### config.mk
export PLATFORM = sky130hd
export DESIGN_NAME = pressure_frame_depth_tracker
export DESIGN_NICKNAME = d
export VERILOG_FILES = /design/src/rtl/pfdt_pkg.sv /design/src/rtl/pfdt_cfg.sv /design/src/rtl/pfdt_mul.sv /design/src/rtl/pressure_frame_depth_tracker.sv
export SDC_FILE = /design/constraint.sdc
export NUM_CORES = 1
export LEC_CHECK = 0
export BUFFER_PORTS_ARGS = -buffer_cell sky130_fd_sc_hd__buf_2
export CAP_MARGIN = 20
export CORE_MARGIN = 5
export CORE_UTILIZATION = 58
export CTS_CLUSTER_DIAMETER = 60
export DETAILED_ROUTE_END_ITERATION = 8
export PLACE_DENSITY = 0.77
export SYNTH_ARGS = -nofsm -noshare
export SYNTH_HDL_FRONTEND = slang
export SYNTH_SLANG_ARGS = --single-unit
### constraint.sdc
create_clock -name clk -period 7.4 [get_ports clk]
set_input_delay 0.74 -clock clk [delete_from_list [all_inputs] [get_ports clk]]
set_output_delay 0.74 -clock clk [all_outputs]
set_load 0.005 [all_outputs]
### src/rtl/pfdt_pkg.sv
// Shared types and constants of the pressure frame depth tracker.
// Frame markers, status codes, register map and arithmetic widths.
// No dependencies.
package pfdt_pkg;

  // frame markers
  localparam logic [7:0] HEAD0_BYTE = 8'hEB;
  localparam logic [7:0] HEAD1_BYTE = 8'h90;
  localparam logic [7:0] TAIL0_BYTE = 8'h0D;
  localparam logic [7:0] TAIL1_BYTE = 8'h0A;

  // register reset values
  localparam logic [15:0]        RST_FIXED_BASELINE = 16'd1026;
  localparam logic [15:0]        RST_PRESS_LIMIT    = 16'd10000;
  localparam logic signed [15:0] RST_TEMP_LIMIT     = 16'sd4199;
  localparam logic [15:0]        RST_DEPTH_GAIN     = 16'd4096;
  localparam logic [15:0]        RST_SMOOTH_K       = 16'd32768;

  // configuration port
  localparam int CFG_AW = 5;
  localparam int CFG_DW = 32;

  // serial multiplier: signed A times unsigned B, one B bit per cycle
  localparam int MUL_A_W   = 26;
  localparam int MUL_B_W   = 17;
  localparam int MUL_P_W   = MUL_A_W + MUL_B_W;
  localparam int MUL_CNT_W = 5;

  // speed accumulation
  localparam int SUM_W = MUL_P_W + 1;
  localparam int SPD_W = 25;

  // calibration sum and its serial divider
  localparam int CAL_SUM_W = 19;
  localparam int DIV_CNT_W = 5;

  typedef enum logic [1:0] {
    ST_UPDATED  = 2'd0,
    ST_BAD      = 2'd1,
    ST_STOPPED  = 2'd2,
    ST_CAL      = 2'd3
  } status_t;

  typedef enum logic [2:0] {
    REG_CAL_MODE       = 3'd0,
    REG_FIXED_BASELINE = 3'd1,
    REG_PRESS_LIMIT    = 3'd2,
    REG_TEMP_LIMIT     = 3'd3,
    REG_DEPTH_GAIN     = 3'd4,
    REG_SMOOTH_K       = 3'd5
  } reg_idx_t;

  typedef struct packed {
    logic               cal_mode;
    logic [15:0]        fixed_baseline;
    logic [15:0]        press_limit;
    logic signed [15:0] temp_limit;
    logic [15:0]        depth_gain;
    logic [15:0]        smooth_k;
  } cfg_regs_t;

endpackage

### src/rtl/pfdt_cfg.sv
// Configuration register file behind an APB-style port.
// Depends on pfdt_pkg for the register map and reset values.
module pfdt_cfg (
  input  logic                       clk,
  input  logic                       rst_n,
  input  logic                       psel,
  input  logic                       penable,
  input  logic                       pwrite,
  input  logic [pfdt_pkg::CFG_AW-1:0] paddr,
  input  logic [pfdt_pkg::CFG_DW-1:0] pwdata,
  output logic [pfdt_pkg::CFG_DW-1:0] prdata,
  output logic                       pready,
  output pfdt_pkg::cfg_regs_t         regs
);
  import pfdt_pkg::*;

  cfg_regs_t regs_r;
  reg_idx_t  idx;
  logic      wr_en;

  assign idx    = reg_idx_t'(paddr[CFG_AW-1:2]);
  assign wr_en  = psel & penable & pwrite;
  assign pready = 1'b1;
  assign regs   = regs_r;

  always_ff @(posedge clk) begin
    if (!rst_n) begin
      regs_r.cal_mode       <= 1'b0;
      regs_r.fixed_baseline <= RST_FIXED_BASELINE;
      regs_r.press_limit    <= RST_PRESS_LIMIT;
      regs_r.temp_limit     <= RST_TEMP_LIMIT;
      regs_r.depth_gain     <= RST_DEPTH_GAIN;
      regs_r.smooth_k       <= RST_SMOOTH_K;
    end else if (wr_en) begin
      case (idx)
        REG_CAL_MODE:       regs_r.cal_mode       <= pwdata[0];
        REG_FIXED_BASELINE: regs_r.fixed_baseline <= pwdata[15:0];
        REG_PRESS_LIMIT:    regs_r.press_limit    <= pwdata[15:0];
        REG_TEMP_LIMIT:     regs_r.temp_limit     <= $signed(pwdata[15:0]);
        REG_DEPTH_GAIN:     regs_r.depth_gain     <= pwdata[15:0];
        REG_SMOOTH_K:       regs_r.smooth_k       <= pwdata[15:0];
        default: ;
      endcase
    end
  end

  always_comb begin
    case (idx)
      REG_CAL_MODE:       prdata = {{(CFG_DW-1){1'b0}}, regs_r.cal_mode};
      REG_FIXED_BASELINE: prdata = {16'd0, regs_r.fixed_baseline};
      REG_PRESS_LIMIT:    prdata = {16'd0, regs_r.press_limit};
      REG_TEMP_LIMIT:     prdata = {{16{regs_r.temp_limit[15]}}, regs_r.temp_limit};
      REG_DEPTH_GAIN:     prdata = {16'd0, regs_r.depth_gain};
      REG_SMOOTH_K:       prdata = {16'd0, regs_r.smooth_k};
      default:            prdata = '0;
    endcase
  end

endmodule

### src/rtl/pfdt_mul.sv
// Bit-serial shift-add multiplier: signed A times unsigned B, one B bit a cycle.
// Depends on pfdt_pkg for operand and product widths.
module pfdt_mul (
  input  logic                              clk,
  input  logic                              rst_n,
  input  logic                              start,
  input  logic signed [pfdt_pkg::MUL_A_W-1:0] a,
  input  logic [pfdt_pkg::MUL_B_W-1:0]        b,
  output logic                              done,
  output logic signed [pfdt_pkg::MUL_P_W-1:0] prod
);
  import pfdt_pkg::*;

  logic                      busy_r;
  logic                      done_r;
  logic [MUL_CNT_W-1:0]      cnt_r;
  logic signed [MUL_P_W-1:0] acc_r;
  logic signed [MUL_P_W-1:0] a_sh_r;
  logic [MUL_B_W-1:0]        b_sh_r;

  assign done = done_r;
  assign prod = acc_r;

  always_ff @(posedge clk) begin
    if (!rst_n) begin
      busy_r <= 1'b0;
      done_r <= 1'b0;
    end else begin
      done_r <= busy_r && !start && (cnt_r == MUL_CNT_W'(1));
      if (start) begin
        busy_r <= 1'b1;
      end else if (busy_r && cnt_r == MUL_CNT_W'(1)) begin
        busy_r <= 1'b0;
      end
    end
  end

  always_ff @(posedge clk) begin
    if (start) begin
      cnt_r  <= MUL_CNT_W'(MUL_B_W);
      acc_r  <= '0;
      a_sh_r <= {{(MUL_P_W-MUL_A_W){a[MUL_A_W-1]}}, a};
      b_sh_r <= b;
    end else if (busy_r) begin
      // add the shifted multiplicand for each set multiplier bit
      if (b_sh_r[0]) acc_r <= acc_r + a_sh_r;
      a_sh_r <= a_sh_r <<< 1;
      b_sh_r <= b_sh_r >> 1;
      cnt_r  <= cnt_r - MUL_CNT_W'(1);
    end
  end

endmodule

### src/rtl/pressure_frame_depth_tracker.sv
// Pressure frame depth tracker: top level with the frame sequencer.
// Depends on pfdt_pkg, pfdt_cfg and pfdt_mul.
//
// One decoded sensor frame is taken per request and answered with one result.
// The block works on one frame at a time and holds in_stall high while busy.
// A bad, stopped or calibrating frame goes from the check step straight to the
// output step; the frame that completes calibration adds a bit-serial divide by
// CAL_FRAMES; an updating frame runs three products in turn through the single
// bit-serial multiplier, which makes an updating frame the slowest. The result
// sits in an output register, so a waiting result does not block the next
// frame's processing until that frame is ready to be delivered.
module pressure_frame_depth_tracker #(
  parameter int FRAME_LEN  = 13,
  parameter int CAL_FRAMES = 5
) (
  input  logic                        clk,
  input  logic                        rst_n,
  // input channel
  input  logic                        in_valid,
  output logic                        in_stall,
  input  logic [7:0]                  in_frame_len,
  input  logic [7:0]                  in_head0,
  input  logic [7:0]                  in_head1,
  input  logic [7:0]                  in_tail0,
  input  logic [7:0]                  in_tail1,
  input  logic [15:0]                 in_pressure_raw,
  input  logic signed [15:0]          in_temp_raw,
  input  logic [15:0]                 in_depth_raw,
  // result channel
  output logic                        out_valid,
  input  logic                        out_stall,
  output logic [1:0]                  out_status,
  output logic [15:0]                 out_pressure,
  output logic signed [15:0]          out_temperature,
  output logic [15:0]                 out_depth_reported,
  output logic [15:0]                 out_calc_depth,
  output logic signed [24:0]          out_speed,
  // configuration
  input  logic                        psel,
  input  logic                        penable,
  input  logic                        pwrite,
  input  logic [pfdt_pkg::CFG_AW-1:0] paddr,
  input  logic [pfdt_pkg::CFG_DW-1:0] pwdata,
  output logic [pfdt_pkg::CFG_DW-1:0] prdata,
  output logic                        pready
);
  import pfdt_pkg::*;

  localparam logic [7:0] FLEN_MIN = 8'(FRAME_LEN);
  localparam logic [2:0] CAL_N    = 3'(CAL_FRAMES);
  localparam logic [3:0] CAL_DIV  = 4'(CAL_FRAMES);

  typedef enum logic [2:0] {
    S_IDLE,
    S_CHECK,
    S_DIV,
    S_MUL_DEP,
    S_MUL_DIFF,
    S_MUL_SPD,
    S_EMIT
  } state_t;

  cfg_regs_t regs;

  // sequencer and captured request
  state_t             state_r;
  logic [7:0]         flen_r, h0_r, h1_r, t0_r, t1_r;
  logic [15:0]        praw_r, draw_r;
  logic signed [15:0] temp_r;

  // tracker state
  logic [15:0]              last_good_r;
  logic                     stop_r;
  logic [15:0]              prev_depth_r;
  logic signed [SPD_W-1:0]  prev_speed_r;
  logic [2:0]               cal_count_r;
  logic [CAL_SUM_W-1:0]     cal_sum_r;
  logic [15:0]              cal_base_r;

  // working registers
  logic [15:0]               p_r;
  logic [15:0]               depth_r;
  logic signed [MUL_P_W-1:0] diff_prod_r;
  logic [2:0]                div_rem_r;
  logic [CAL_SUM_W-1:0]      div_quo_r;
  logic [DIV_CNT_W-1:0]      div_cnt_r;

  // multiplier handoff
  logic                      mul_start_r;
  logic                      mul_start_nxt;
  logic signed [MUL_A_W-1:0] mul_a_r;
  logic [MUL_B_W-1:0]        mul_b_r;
  logic                      mul_done;
  logic signed [MUL_P_W-1:0] mul_prod;

  // result staging and output register
  status_t                 res_status_r;
  logic [15:0]             res_press_r, res_draw_r, res_depth_r;
  logic signed [15:0]      res_temp_r;
  logic signed [SPD_W-1:0] res_speed_r;
  logic                    out_valid_r;
  status_t                 out_status_r;
  logic [15:0]             out_press_r, out_draw_r, out_depth_r;
  logic signed [15:0]      out_temp_r;
  logic signed [SPD_W-1:0] out_speed_r;

  // combinational helpers
  logic                      frame_ok, cal_active, over_temp;
  logic                      emit_go;
  logic [CAL_SUM_W-1:0]      cal_sum_add;
  logic [2:0]                cal_cnt_inc;
  logic [15:0]               p_sel, base_sel;
  logic signed [16:0]        dep_diff;
  logic [15:0]               depth_sat;
  logic signed [SUM_W-1:0]   spd_sum;
  logic signed [SUM_W-17:0]  spd_full;
  logic signed [SPD_W-1:0]   spd_sat;
  logic [3:0]                div_try;
  logic                      div_ge;
  logic [CAL_SUM_W-1:0]      div_quo_nxt;

  pfdt_cfg u_cfg (
    .clk     (clk),
    .rst_n   (rst_n),
    .psel    (psel),
    .penable (penable),
    .pwrite  (pwrite),
    .paddr   (paddr),
    .pwdata  (pwdata),
    .prdata  (prdata),
    .pready  (pready),
    .regs    (regs)
  );

  pfdt_mul u_mul (
    .clk   (clk),
    .rst_n (rst_n),
    .start (mul_start_r),
    .a     (mul_a_r),
    .b     (mul_b_r),
    .done  (mul_done),
    .prod  (mul_prod)
  );

  always_comb begin
    frame_ok = (flen_r >= FLEN_MIN) && (h0_r == HEAD0_BYTE) && (h1_r == HEAD1_BYTE)
               && (t0_r == TAIL0_BYTE) && (t1_r == TAIL1_BYTE);
    cal_active  = regs.cal_mode && (cal_count_r < CAL_N);
    cal_sum_add = cal_sum_r + CAL_SUM_W'(praw_r);
    cal_cnt_inc = cal_count_r + 3'd1;
    over_temp   = temp_r > regs.temp_limit;
    p_sel       = (praw_r < regs.press_limit) ? praw_r : last_good_r;
    base_sel    = regs.cal_mode ? cal_base_r : regs.fixed_baseline;
    emit_go     = (state_r == S_EMIT) && (!out_valid_r || !out_stall);

    // start a product from the check step and after each finished product but the last
    mul_start_nxt = ((state_r == S_CHECK) && frame_ok && !cal_active && !stop_r
                     && !over_temp)
                    || ((state_r inside {S_MUL_DEP, S_MUL_DIFF}) && mul_done);

    // depth = product >> 12, saturated to 16 bits
    depth_sat = (|mul_prod[MUL_P_W-1:28]) ? 16'hFFFF : mul_prod[27:12];
    dep_diff  = $signed({1'b0, depth_sat}) - $signed({1'b0, prev_depth_r});

    // speed: diff*256*(1-k) + prev*k, round half up, floor shift by 16
    spd_sum  = ({diff_prod_r[MUL_P_W-1], diff_prod_r} <<< 8)
               + {mul_prod[MUL_P_W-1], mul_prod} + SUM_W'(32768);
    spd_full = spd_sum[SUM_W-1:16];
    if (spd_full[SUM_W-17:SPD_W-1] == {(SUM_W-16-SPD_W+1){spd_full[SPD_W-1]}}) begin
      spd_sat = spd_full[SPD_W-1:0];
    end else if (spd_full[SUM_W-17]) begin
      spd_sat = {1'b1, {(SPD_W-1){1'b0}}};
    end else begin
      spd_sat = {1'b0, {(SPD_W-1){1'b1}}};
    end

    // restoring divide by CAL_FRAMES, one quotient bit a cycle
    div_try     = {div_rem_r, div_quo_r[CAL_SUM_W-1]};
    div_ge      = div_try >= CAL_DIV;
    div_quo_nxt = {div_quo_r[CAL_SUM_W-2:0], div_ge};
  end

  always_ff @(posedge clk) begin
    if (!rst_n) begin
      state_r      <= S_IDLE;
      last_good_r  <= '0;
      stop_r       <= 1'b0;
      prev_depth_r <= '0;
      prev_speed_r <= '0;
      cal_count_r  <= '0;
      cal_sum_r    <= '0;
      cal_base_r   <= '0;
      mul_start_r  <= 1'b0;
      out_valid_r  <= 1'b0;
    end else begin
      mul_start_r <= mul_start_nxt;
      out_valid_r <= emit_go | (out_valid_r & out_stall);

      case (state_r)
        S_IDLE: begin
          if (in_valid) begin
            flen_r  <= in_frame_len;
            h0_r    <= in_head0;
            h1_r    <= in_head1;
            t0_r    <= in_tail0;
            t1_r    <= in_tail1;
            praw_r  <= in_pressure_raw;
            temp_r  <= in_temp_raw;
            draw_r  <= in_depth_raw;
            state_r <= S_CHECK;
          end
        end

        S_CHECK: begin
          // default answer for every frame that does not update
          res_press_r <= last_good_r;
          res_temp_r  <= '0;
          res_draw_r  <= '0;
          res_depth_r <= prev_depth_r;
          res_speed_r <= prev_speed_r;
          if (!frame_ok) begin
            res_status_r <= ST_BAD;
            state_r      <= S_EMIT;
          end else if (cal_active) begin
            res_status_r <= ST_CAL;
            cal_sum_r    <= cal_sum_add;
            cal_count_r  <= cal_cnt_inc;
            if (cal_cnt_inc >= CAL_N) begin
              div_quo_r <= cal_sum_add;
              div_rem_r <= '0;
              div_cnt_r <= DIV_CNT_W'(CAL_SUM_W);
              state_r   <= S_DIV;
            end else begin
              state_r <= S_EMIT;
            end
          end else if (stop_r || over_temp) begin
            stop_r       <= 1'b1;
            res_status_r <= ST_STOPPED;
            state_r      <= S_EMIT;
          end else begin
            res_status_r <= ST_UPDATED;
            p_r          <= p_sel;
            if (praw_r < regs.press_limit) last_good_r <= praw_r;
            mul_a_r      <= (p_sel > base_sel) ? MUL_A_W'(p_sel - base_sel) : '0;
            mul_b_r      <= MUL_B_W'(regs.depth_gain);
            state_r      <= S_MUL_DEP;
          end
        end

        S_DIV: begin
          div_rem_r <= div_ge ? 3'(div_try - CAL_DIV) : div_try[2:0];
          div_quo_r <= div_quo_nxt;
          div_cnt_r <= div_cnt_r - DIV_CNT_W'(1);
          if (div_cnt_r == DIV_CNT_W'(1)) begin
            cal_base_r <= div_quo_nxt[15:0];
            state_r    <= S_EMIT;
          end
        end

        S_MUL_DEP: begin
          // hold the depth, then issue diff*(65536-k)
          if (mul_done) begin
            depth_r <= depth_sat;
            mul_a_r <= {{(MUL_A_W-17){dep_diff[16]}}, dep_diff};
            mul_b_r <= MUL_B_W'(17'h10000 - {1'b0, regs.smooth_k});
            state_r <= S_MUL_DIFF;
          end
        end

        S_MUL_DIFF: begin
          // keep diff*(65536-k), then issue prev_speed*k
          if (mul_done) begin
            diff_prod_r <= mul_prod;
            mul_a_r     <= {{(MUL_A_W-SPD_W){prev_speed_r[SPD_W-1]}}, prev_speed_r};
            mul_b_r     <= {1'b0, regs.smooth_k};
            state_r     <= S_MUL_SPD;
          end
        end

        S_MUL_SPD: begin
          if (mul_done) begin
            prev_depth_r <= depth_r;
            prev_speed_r <= spd_sat;
            res_press_r  <= p_r;
            res_temp_r   <= temp_r;
            res_draw_r   <= draw_r;
            res_depth_r  <= depth_r;
            res_speed_r  <= spd_sat;
            state_r      <= S_EMIT;
          end
        end

        S_EMIT: begin
          // hold until the output register is free
          if (emit_go) begin
            out_status_r <= res_status_r;
            out_press_r  <= res_press_r;
            out_temp_r   <= res_temp_r;
            out_draw_r   <= res_draw_r;
            out_depth_r  <= res_depth_r;
            out_speed_r  <= res_speed_r;
            state_r      <= S_IDLE;
          end
        end

        default: state_r <= S_IDLE;
      endcase
    end
  end

  assign in_stall           = (state_r != S_IDLE);
  assign out_valid          = out_valid_r;
  assign out_status         = out_status_r;
  assign out_pressure       = out_press_r;
  assign out_temperature    = out_temp_r;
  assign out_depth_reported = out_draw_r;
  assign out_calc_depth     = out_depth_r;
  assign out_speed          = out_speed_r;

endmodule

Yosys cells after proc, flatten, opt, wreduce, memory -nomap -nowiden
Index checks and enable logic that the tools add are counted.

storage, ports and cells
  output and inout port bits = 126
  bits in registers = 700
  memory bits (read-only) = 0
  memories = 0
  latch bits = 0
  RAM bits = 0

cells by class
  divide/modulo/power cells = 0
  add/subtract/negate cells = 11
  bitwise operators = 7
  mux-type cells = 61
  shifts and indexed selects = 0
  equality and inequality tests = 29
  multipliers = 0
  magnitude comparators = 7
  reduce and logical (&&, ||, !) cells = 56

operator list
  kind                                                                    count
  32-bit case mux with 6 select lines                                     1
  26-bit 2-to-1 mux                                                       6
  16-bit case mux with 2 select lines                                     4
  17-bit 2-to-1 mux                                                       7
  16-bit 2-to-1 mux                                                       7
  43-bit 2-to-1 mux                                                       2
  26-bit case mux with 3 select lines                                     1
  25-bit 2-to-1 mux                                                       3
  19-bit 2-to-1 mux                                                       3
  17-bit case mux with 3 select lines                                     1
  25-bit case mux with 2 select lines                                     1
  44-bit by 16-bit adder with 44-bit output (second input constant)       1
  44-bit adder                                                            1
  43-bit adder                                                            1
  3-bit 2-to-1 mux                                                        14
  19-bit case mux with 2 select lines                                     1
  16-bit by 16-bit subtractor with 17-bit output                          2
  16-bit greater-than comparator                                          2
  3-bit case mux with 7 select lines                                      1
  2-bit AND reduction                                                     10
  19-bit by 16-bit adder with 19-bit output                               1
  3-bit AND reduction                                                     6
  17-bit by 16-bit subtractor with 17-bit output (first input constant)   1
  8-bit by 4-bit equality test with 1-bit output (second input constant)  2
  36 further kinds                                                        92

Depth between registers and ports, before layout
Gate-level depths: netlist of the first run.

  depth after elaboration = 10
  depth in mapped cells = 23
  mapped depth without buffers = 21

Cells and area by module
A second synthesis of the first run with hierarchy kept.

second synthesis, totals
  cell total of the unflattened synthesis = 3,105
  area, all modules = 34,622.0 um^2

modules (own cells, without submodules)
  module                        cells each  instances  area each (um^2)
  pressure_frame_depth_tracker  2,021       1          24,293.3
  pfdt_mul                      684         1          6,521.3
  pfdt_cfg                      400         1          3,807.4

Worst setup path before layout of the first run
No wires, ideal clock.

  path kind = input -> register
  start = input rst_n
  end = register res_depth_r[0] (enable)
  setup time = 0.566 ns
  required time = 6.834 ns
  path buffers = 2
  arrival time = 5.621 ns
  stages on the path = 4
  slack = 1.212 ns
  cell sequence = clkbuf_1 -> clkbuf_1 -> nand3b_1 -> a21oi_1

between the ends
  word-level cells in the longest chain between the ends = 1

ends and longest elaborated chain
  what                           RTL line                             source
  start: declaration             pressure_frame_depth_tracker.sv:17   input logic rst_n,
  3-bit AND reduction (no line)  --
  end signal: assignment         pressure_frame_depth_tracker.sv:219  res_depth_r <= prev_depth_r;
  end signal: assignment         pressure_frame_depth_tracker.sv:287  res_depth_r <= depth_r;
  end: declaration               pressure_frame_depth_tracker.sv:98   logic [15:0] res_press_r, res_draw_r, res_depth_r;

Every way passes these cells.
A chain may end at the register's enable or synchronous reset.

Worst setup path after layout of the first run
  start = register praw_r[13]
  end = register mul_a_r[18] (data pin)

between the ends
  word-level cells in the longest chain between the ends = 8

ends and longest elaborated chain
  what                                                                                                     RTL line                             source
  start: declaration                                                                                       pressure_frame_depth_tracker.sv:68   logic [15:0] praw_r, draw_r;
  start signal: assignment                                                                                 pressure_frame_depth_tracker.sv:207  praw_r <= in_pressure_raw;
  16-bit < comparator (*)                                                                                  pressure_frame_depth_tracker.sv:152  p_sel = (praw_r < regs.press_limit) ? praw_r : last_good_r;
  16-bit 2-to-1 mux (*)                                                                                    --
  named net p_sel[7]                                                                                       pressure_frame_depth_tracker.sv:112  logic [15:0] p_sel, base_sel;
  16-bit by 16-bit subtractor with 17-bit output / 16-bit greater-than comparator (equally long branches)  pressure_frame_depth_tracker.sv:244  mul_a_r <= (p_sel > base_sel) ? MUL_A_W'(p_sel - base_sel) : '0;
  26-bit 2-to-1 mux (*)                                                                                    pressure_frame_depth_tracker.sv:244
  26-bit 2-to-1 mux (*)                                                                                    pressure_frame_depth_tracker.sv:236  end else if (stop_r || over_temp) begin
  26-bit 2-to-1 mux (*)                                                                                    pressure_frame_depth_tracker.sv:224  end else if (cal_active) begin
  26-bit 2-to-1 mux (*)                                                                                    pressure_frame_depth_tracker.sv:221  if (!frame_ok) begin
  26-bit case mux with 3 select lines (*)                                                                  pressure_frame_depth_tracker.sv:199  case (state_r)
  end signal: assignment                                                                                   pressure_frame_depth_tracker.sv:244
  end signal: assignment                                                                                   pressure_frame_depth_tracker.sv:264  mul_a_r <= {{(MUL_A_W-17){dep_diff[16]}}, dep_diff};
  end signal: assignment                                                                                   pressure_frame_depth_tracker.sv:274  mul_a_r <= {{(MUL_A_W-SPD_W){prev_speed_r[SPD_W-1]}}, prev_speed_r};
  end: declaration                                                                                         pressure_frame_depth_tracker.sv:91   logic signed [MUL_A_W-1:0] mul_a_r;

Mark *: on every way through the listed nets, which the timed path passes. The rest lies on a longest branch. The select of a mux whose other input is x is not followed.

==> flow_metrics.py, run 1 <==
metrics = {
    "detailed_routing": {
        "via_count": 24856,
        "postRouteAntennaNets": 0,
        "drt-total-wl_um": 86700,
        "route.detailed.drc": 0,
        "detail_route.first_pass.iterations": 5,
        "via_per_inst": 5.97,
        "drtIter0Drc": 2116,
        "wl_per_cell_um": 20.8,
    },
    "clock_network": {
        "clock_path_buffers": 3,
        "holdBufCountCts": 0,
        "cts.sinks": 699,
        "path_clk_slew_ns": 0.06,
        "tritoncts": "built",
        "clock_latency_ns": 0.63,
        "cts_resized": 0,
        "cts_made_buffers": 74,
        "htreeDepth": 3,
        "post_cts_buffers": 0,
        "root_buffer": "clkbuf_16",
    },
    "run_status": {
        "status": "finished, final reports clean",
    },
    "worst_setup_path": {
        "timing.rr.end": "mul_a_r[18]",
        "rrSetupSlack_ns": 1.99,
        "crit_fanout": 15,
        "critPathRequiredTime_ns": 7.89,
        "cp-start-kind": "flop",
        "reg2reg_from": "praw_r[13]",
        "cp-end-kind": "flop",
        "path_class": "reg -> reg",
        "worstPathArrival_ns": 5.90,
        "r2r_cells": 17,
    },
    "global_route": {
        "grt_pass1_wl_um": 135000,
        "busiest_layer": "met2",
        "grt_util_met3_pct": 4.23,
        "grt_usage_pct": 26.5,
        "use_met1_pct": 35.2,
        "antenna_found_initial": 3,
        "overflow": 0,
        "met2_usage_pct": 43.7,
        "grt_max_degree": 111,
        "grt_pass1_vias": 24335,
    },
    "sta": {
        "fmax_mhz": 185,
        "finalSetupTns_ns": 0,
        "period_share_pct": 73.1,
        "slew_headroom_pct": 32.0,
        "hold_viol_final": 0,
        "worst_pin_slew_ns": 1.02,
        "setup_viol": 0,
        "period_minus_slack_ns": 5.41,
        "slew_viol_final": 0,
        "worst_clock_skew_ns": 0.0338,
        "rsz0062_at_grt": "no",
    },
    "floorplanning": {
        "dieArea_um2": 64100,
        "core_area_um2": 58800,
        "ios": 258,
        "fp.dieW_um": 253,
        "initial_core_util_pct": 58.4,
        "rows": 89,
        "die_h_um": 253,
    },
    "power_and_ir_drop": {
        "seq_power_share_pct": 47.5,
        "swShare_pct": 27.1,
        "p_int_mw": 7.07,
        "power.density_nw_per_um2": 252,
        "power_switching_mw": 2.63,
        "power_frac_comb_pct": 14.9,
        "p_leak_nw": 15.0,
        "pwr-share-clk_pct": 37.6,
        "vdd_ir_drop_max_uv": 284,
    },
    "run": {
        "maxCapViolCount": 0,
    },
    "layout": {
        "final_area_um2": 38500,
        "final_common_cell": "nand2_1",
        "final_cell_mix": "526 x nand2_1, 467 x edfxtp_1, 237 x buf_2",
        "areaGrowthSynthToFinish_pct": 12.2,
        "final_layout_size_suffix_gt1_share_pct": 15.0,
        "fin_nets": 3663,
        "fill_cells": 4432,
        "utilization_pct": 65.5,
    },
    "yosys": {
        "ys_top_cells_by_area": "edfxtp_1 41%, dfxtp_1 14%, ha_1 7.1%",
        "synth_area_um2": 34300,
        "syn_nets": 3475,
        "synth_top_area_cell": "edfxtp_1",
        "synth_top_cell_area_share_pct": 40.9,
        "seq_area_frac_synth_pct": 54.4,
        "yosys_warnings": 0,
        "synth_edf_count": 467,
        "synthCells": 3143,
        "ys_seq_elements": 699,
        "postSynth.topFlopCell": "edfxtp_1",
        "synth.avg_cell_area_um2": 10.9,
        "async_flop_share_pct": 0,
        "ys_types": 89,
    },
    "hold_path": {
        "hp-start": "in_temp_raw[5]",
        "hp-class": "in -> reg",
        "hold_path_depth": 1,
        "whs_endpoint": "temp_r[5]",
    },
    "placed_design": {
        "postPlaceCellArea_um2": 36000,
        "hpwl_um": 63100,
        "port_buffers": 238,
        "gp_congestion": 0.947,
    },
}
==> worst max path at each step <==
stage                           from              to  slack, ns  cells after the start
after global placement    praw_r[13]     mul_a_r[23]       2.27                     17
after global routing      praw_r[13]      mul_a_r[8]       1.73                     17
after detailed placement  praw_r[13]     mul_a_r[18]       2.16                     17
after CTS                 praw_r[13]     mul_a_r[18]       2.11                     17
after floorplan                rst_n  res_depth_r[0]       1.21                      4
final                     praw_r[13]     mul_a_r[18]       1.99                     17
==> final cells by class <==
type / instances / area, um2 / share of cell area (%)
sequential: 699 / 18700 / 48.5
clock inverter: 33 / 334 / 0.868
inverter: 125 / 469 / 1.22
multi-input combinational: 2155 / 14500 / 37.6
timing repair buffer: 276 / 1520 / 3.96
antenna: 1 / 2.50 / 0.00650
clock buffer: 104 / 2070 / 5.37
tap: 773 / 967 / 2.51
==> worst max-delay path, cell delays in order (launching register included) <==
cell and delay, ns:
edfxtp_1 0.51, ha_1 0.35, a21o_1 0.16, a21o_1 0.17, a21oi_1 0.19, o21ai_0 0.36
nor2_1 0.39, buf_4 0.32, mux2_2 0.41, ha_1 0.38, and2_0 0.36, nor2b_1 0.21
or2_2 0.15, a31oi_1 0.05, a211o_1 0.31, a21boi_2 0.38, a31o_2 0.41, a21o_1 0.14
==> flip-flops by register name, summed over array words and instances, names as in the netlist, 17 cells and up <==
name          flops
mul_b_r          17
prev_speed_r     25
u_mul.prod       43
u_mul.b_sh_r     17
cal_sum_r        19
u_cfg.regs       81
res_speed_r      25
diff_prod_r      36
out_speed        25
div_quo_r        19
u_mul.a_sh_r     43
mul_a_r          25
==> power groups by stage <==
stage / combinational [mW] / clock [mW] / sequential (mW)
after global placement: 1.36 / 0 / 4.68
after detailed placement: 1.41 / 0 / 4.69
after CTS: 1.42 / 3.71 / 4.61
after global routing: 1.59 / 3.88 / 4.63
after floorplan: 1.04 / 0 / 4.63
final: 1.44 / 3.65 / 4.61
==> layer usage <==
metal / up-vias / wire length (um) / part of all wire, %
met5: - / 15 / 0.017
met1: 11972 / 35600 / 41
met4: 2 / 3380 / 3.9
li1: 11794 / - / -
met2: 904 / 41700 / 48
met3: 184 / 5970 / 6.9
==> cell usage after synthesis, types with 11 or more instances <==
| cell type | count |
|---|---|
| and3_1 | 14 |
| xor2_1 | 40 |
| xnor2_1 | 71 |
| clkbuf_1 | 122 |
| o311ai_1 | 11 |
| or2_2 | 24 |
| nand2_1 | 526 |
| a221o_1 | 17 |
| a22oi_1 | 25 |
| a21boi_0 | 106 |
| inv_1 | 125 |
| o22ai_1 | 23 |
| nand4_1 | 22 |
| nor2b_1 | 33 |
| o211a_1 | 20 |
| nand2b_1 | 23 |
| o21ai_0 | 136 |
| edfxtp_1 | 467 |
| buf_1 | 13 |
| or3_1 | 32 |
| a31oi_1 | 13 |
| nand3_1 | 33 |
| buf_4 | 16 |
| o21a_1 | 18 |
| ha_1 | 196 |
| nand3b_1 | 11 |
| o31ai_2 | 20 |
| and2_1 | 50 |
| a21oi_1 | 162 |
| o211ai_1 | 24 |
| o311ai_0 | 16 |
| mux2_2 | 56 |
| mux2i_1 | 50 |
| nor2_1 | 126 |
| nor3_1 | 34 |
| a211oi_1 | 24 |
| o21bai_1 | 14 |
| dfxtp_1 | 232 |
| a21o_1 | 65 |
==> metrics by stage <==
| step | worst slack [ns] | hold slack, ns | power (mW) | instances |
|---|---|---|---|---|
| 3_5_place_dp | 2.16 | 0.405 | 6.10 | 4025 |
| 2_1_floorplan | 1.21 | 0.400 | 5.67 | 3143 |
| 4_1_cts | 2.11 | 0.249 | 9.74 | 4162 |
| 3_3_place_gp | 2.27 | 0.401 | 6.04 | 4022 |
| 5_1_grt | 1.73 | 0.258 | 10.1 | 4166 |
| 6_report | 1.99 | 0.281 | 9.70 | 4166 |
==> cells by family (layout without fill, tap and decap cells) <==
family	after synthesis	after routing	share of synthesized area, %
other	1	2	0.0109
DFF	699	699	54.4
buffers and inverters	289	538	3.62
muxes	106	106	3.30
adders and majority gates	201	201	7.41
AOI/OAI and AO/OA	754	754	15.1
xor gates and xnor gates	111	111	2.83
and+or+nand+nor	982	982	13.3
No activity file was read; power rests on OpenSTA's default activity.
==> run 2: changes to the inputs <==
CORE_UTILIZATION = 55   (was 58)
clock period = 4.7 ns   (was 7.4 ns; I/O delays follow)
==> flow_metrics.py, run 2 (synthesis results as in run 1) <==
metrics = {
    "run_status": {
        "status": "finished, final reports clean",
    },
    "layout": {
        "areaGrowthSynthToFinish_pct": 15.4,
        "largest_reg_flops": 81,
        "final_cell_count_no_fill": 4333,
        "diodes": 0,
        "final_cell_mix": "526 x nand2_1, 467 x edfxtp_1, 237 x buf_2",
        "final_common_cell": "nand2_1",
        "final_layout_size_suffix_gt1_share_pct": 16.6,
        "fin_nets": 3767,
    },
    "detailed_routing": {
        "postRouteAntennaNets": 0,
        "drtIter0Drc": 2136,
        "drt-total-wl_um": 88500,
        "via_per_inst": 5.85,
        "wl_per_cell_um": 20.4,
        "route.detailed.drc": 0,
        "detail_route.first_pass.iterations": 6,
        "via_count": 25336,
    },
    "worst_setup_path": {
        "path_cells": "ha_1 > a21o_1 > a21o_1 > a21o_1 > a32o_1 > nor2_2 > buf_4 > buf_8 > mux2_2 > ha_1 > a21o_1 > a21o_1 > a21oi_1 > nor2_1 > o21ai_0 > nand2b_1 > a21oi_2 > a21boi_4 > buf_4 > a221o_1",
        "crit_fanout": 13,
        "worstPathArrival_ns": 4.87,
        "cp-start-kind": "flop",
        "cp-end-kind": "flop",
        "critPathRequiredTime_ns": 5.06,
        "critical_path.top_delay_family": "compound AO/OA/AOI/OAI gates",
        "cp_slowest_cell": "edfxtp_1",
        "max_stage_delay_ns": 0.40,
        "path_buf_inv": 3,
        "path_class": "reg -> reg",
        "crit_top_cell": "a21o_1",
    },
    "clock_network": {
        "path_clk_slew_ns": 0.06,
        "root_buffer": "clkbuf_16",
        "cts_made_buffers": 74,
        "htreeDepth": 3,
        "tritoncts": "built",
        "clock_path_buffers": 3,
        "cts.sinks": 699,
        "clock_latency_ns": 0.64,
    },
    "sta": {
        "worst_pin_slew_ns": 1.11,
        "hold_viol_final": 0,
        "slew_viol_final": 0,
        "hold_ws_ns": 0.0296,
        "setup_viol": 0,
        "fmax_mhz": 222,
        "period_minus_slack_ns": 4.50,
        "worst_clock_skew_ns": 0.0366,
        "setup_ws_ns": 0.196,
        "finalSetupTns_ns": 0,
        "slew_headroom_pct": 25.2,
        "period_share_pct": 95.8,
    },
    "global_route": {
        "grt_usage_pct": 25.6,
        "antenna_found_initial": 0,
        "overflow": 0,
        "grt_pass1_wl_um": 137000,
        "grt_pass1_vias": 24196,
        "grt_max_degree": 117,
    },
    "hold_path": {
        "hp-class": "in -> reg",
    },
    "floorplanning": {
        "ios": 258,
        "initial_core_util_pct": 55.6,
        "rows": 91,
        "die_h_um": 260,
        "dieArea_um2": 67500,
        "core_area_um2": 61700,
        "fp.dieW_um": 260,
    },
    "power_and_ir_drop": {
        "p_leak_nw": 15.5,
        "vdd_ir_drop_max_uv": 348,
        "p_total_mw": 15.6,
        "power.density_nw_per_um2": 393,
    },
    "run": {
        "maxCapViolCount": 0,
    },
    "placed_design": {
        "port_buffers": 238,
        "pre_cts_ws_ns": 0.0734,
        "gp_congestion": 0.948,
        "hpwl_um": 62400,
        "placed_cells": 4138,
    },
}
[run 2: cell types whose count changed in the layout (fill, tap and decap cells not counted), sizes merged]
cell | before | now
dlygate4sd3 | 0 | 52
buf | 276 | 327
clkbuf | 104 | 98
clkinvlp | 2 | 5
inv | 129 | 132
a31o | 3 | 4
diode | 1 | 0
[run 2: final cells by class]
type                       instances  area [um2]
multi-input combinational       2156       14600
timing repair buffer             379        2410
fill                            4759       22100
clock inverter                    39         374
tap                              837        1050
inverter                         125         469
sequential                       699       18700
clock buffer                      98        2060
[run 2: what timing repair did]
action | 4_1_cts | 5_1_grt
hold endpoints to repair | 51 | 1
hold buffers | 51 | 1
gates resized for setup | 0 | 19
buffers inserted | 0 | 3
setup endpoints to repair | 0 | 25
[run 2: report_power, final]
group	total [mW]	switching, mW	internal [mW]	leakage, nW
Clock	5.82	2.52	3.30	1.18
Combinational	2.53	1.56	0.963	8.18
Sequential	7.21	0.188	7.02	6.15
Total	15.6	4.27	11.3	15.5
[run 2: per-stage QoR]
stage          util [%]  instance area [um2]
3_5_place_dp       59.2                36500
2_1_floorplan         -                34300
3_3_place_gp       59.2                36500
4_1_cts            63.9                39500
5_1_grt            64.2                39600
6_report           64.2                39600
[run 2: per-layer routing]
layer	GRT usage, %	up-vias	wire length [um]
li1	-	11999	-
met2	41.8	966	41900
met1	35.4	12193	37200
met5	0	-	0
met4	8.06	0	2930
met3	4.27	178	6400
[run 2: final timing paths]
check / endpoint / start / slack, ns / cells past startpoint
setup / recovery: mul_a_r[6] / praw_r[5] / 0.20 / 20
hold reg to reg: out_calc_depth[1] / res_depth_r[1] / 0.40 / 0
hold / removal: flen_r[0] / in_frame_len[0] / 0.03 / 1
setup reg to reg: mul_a_r[6] / praw_r[5] / 0.20 / 20
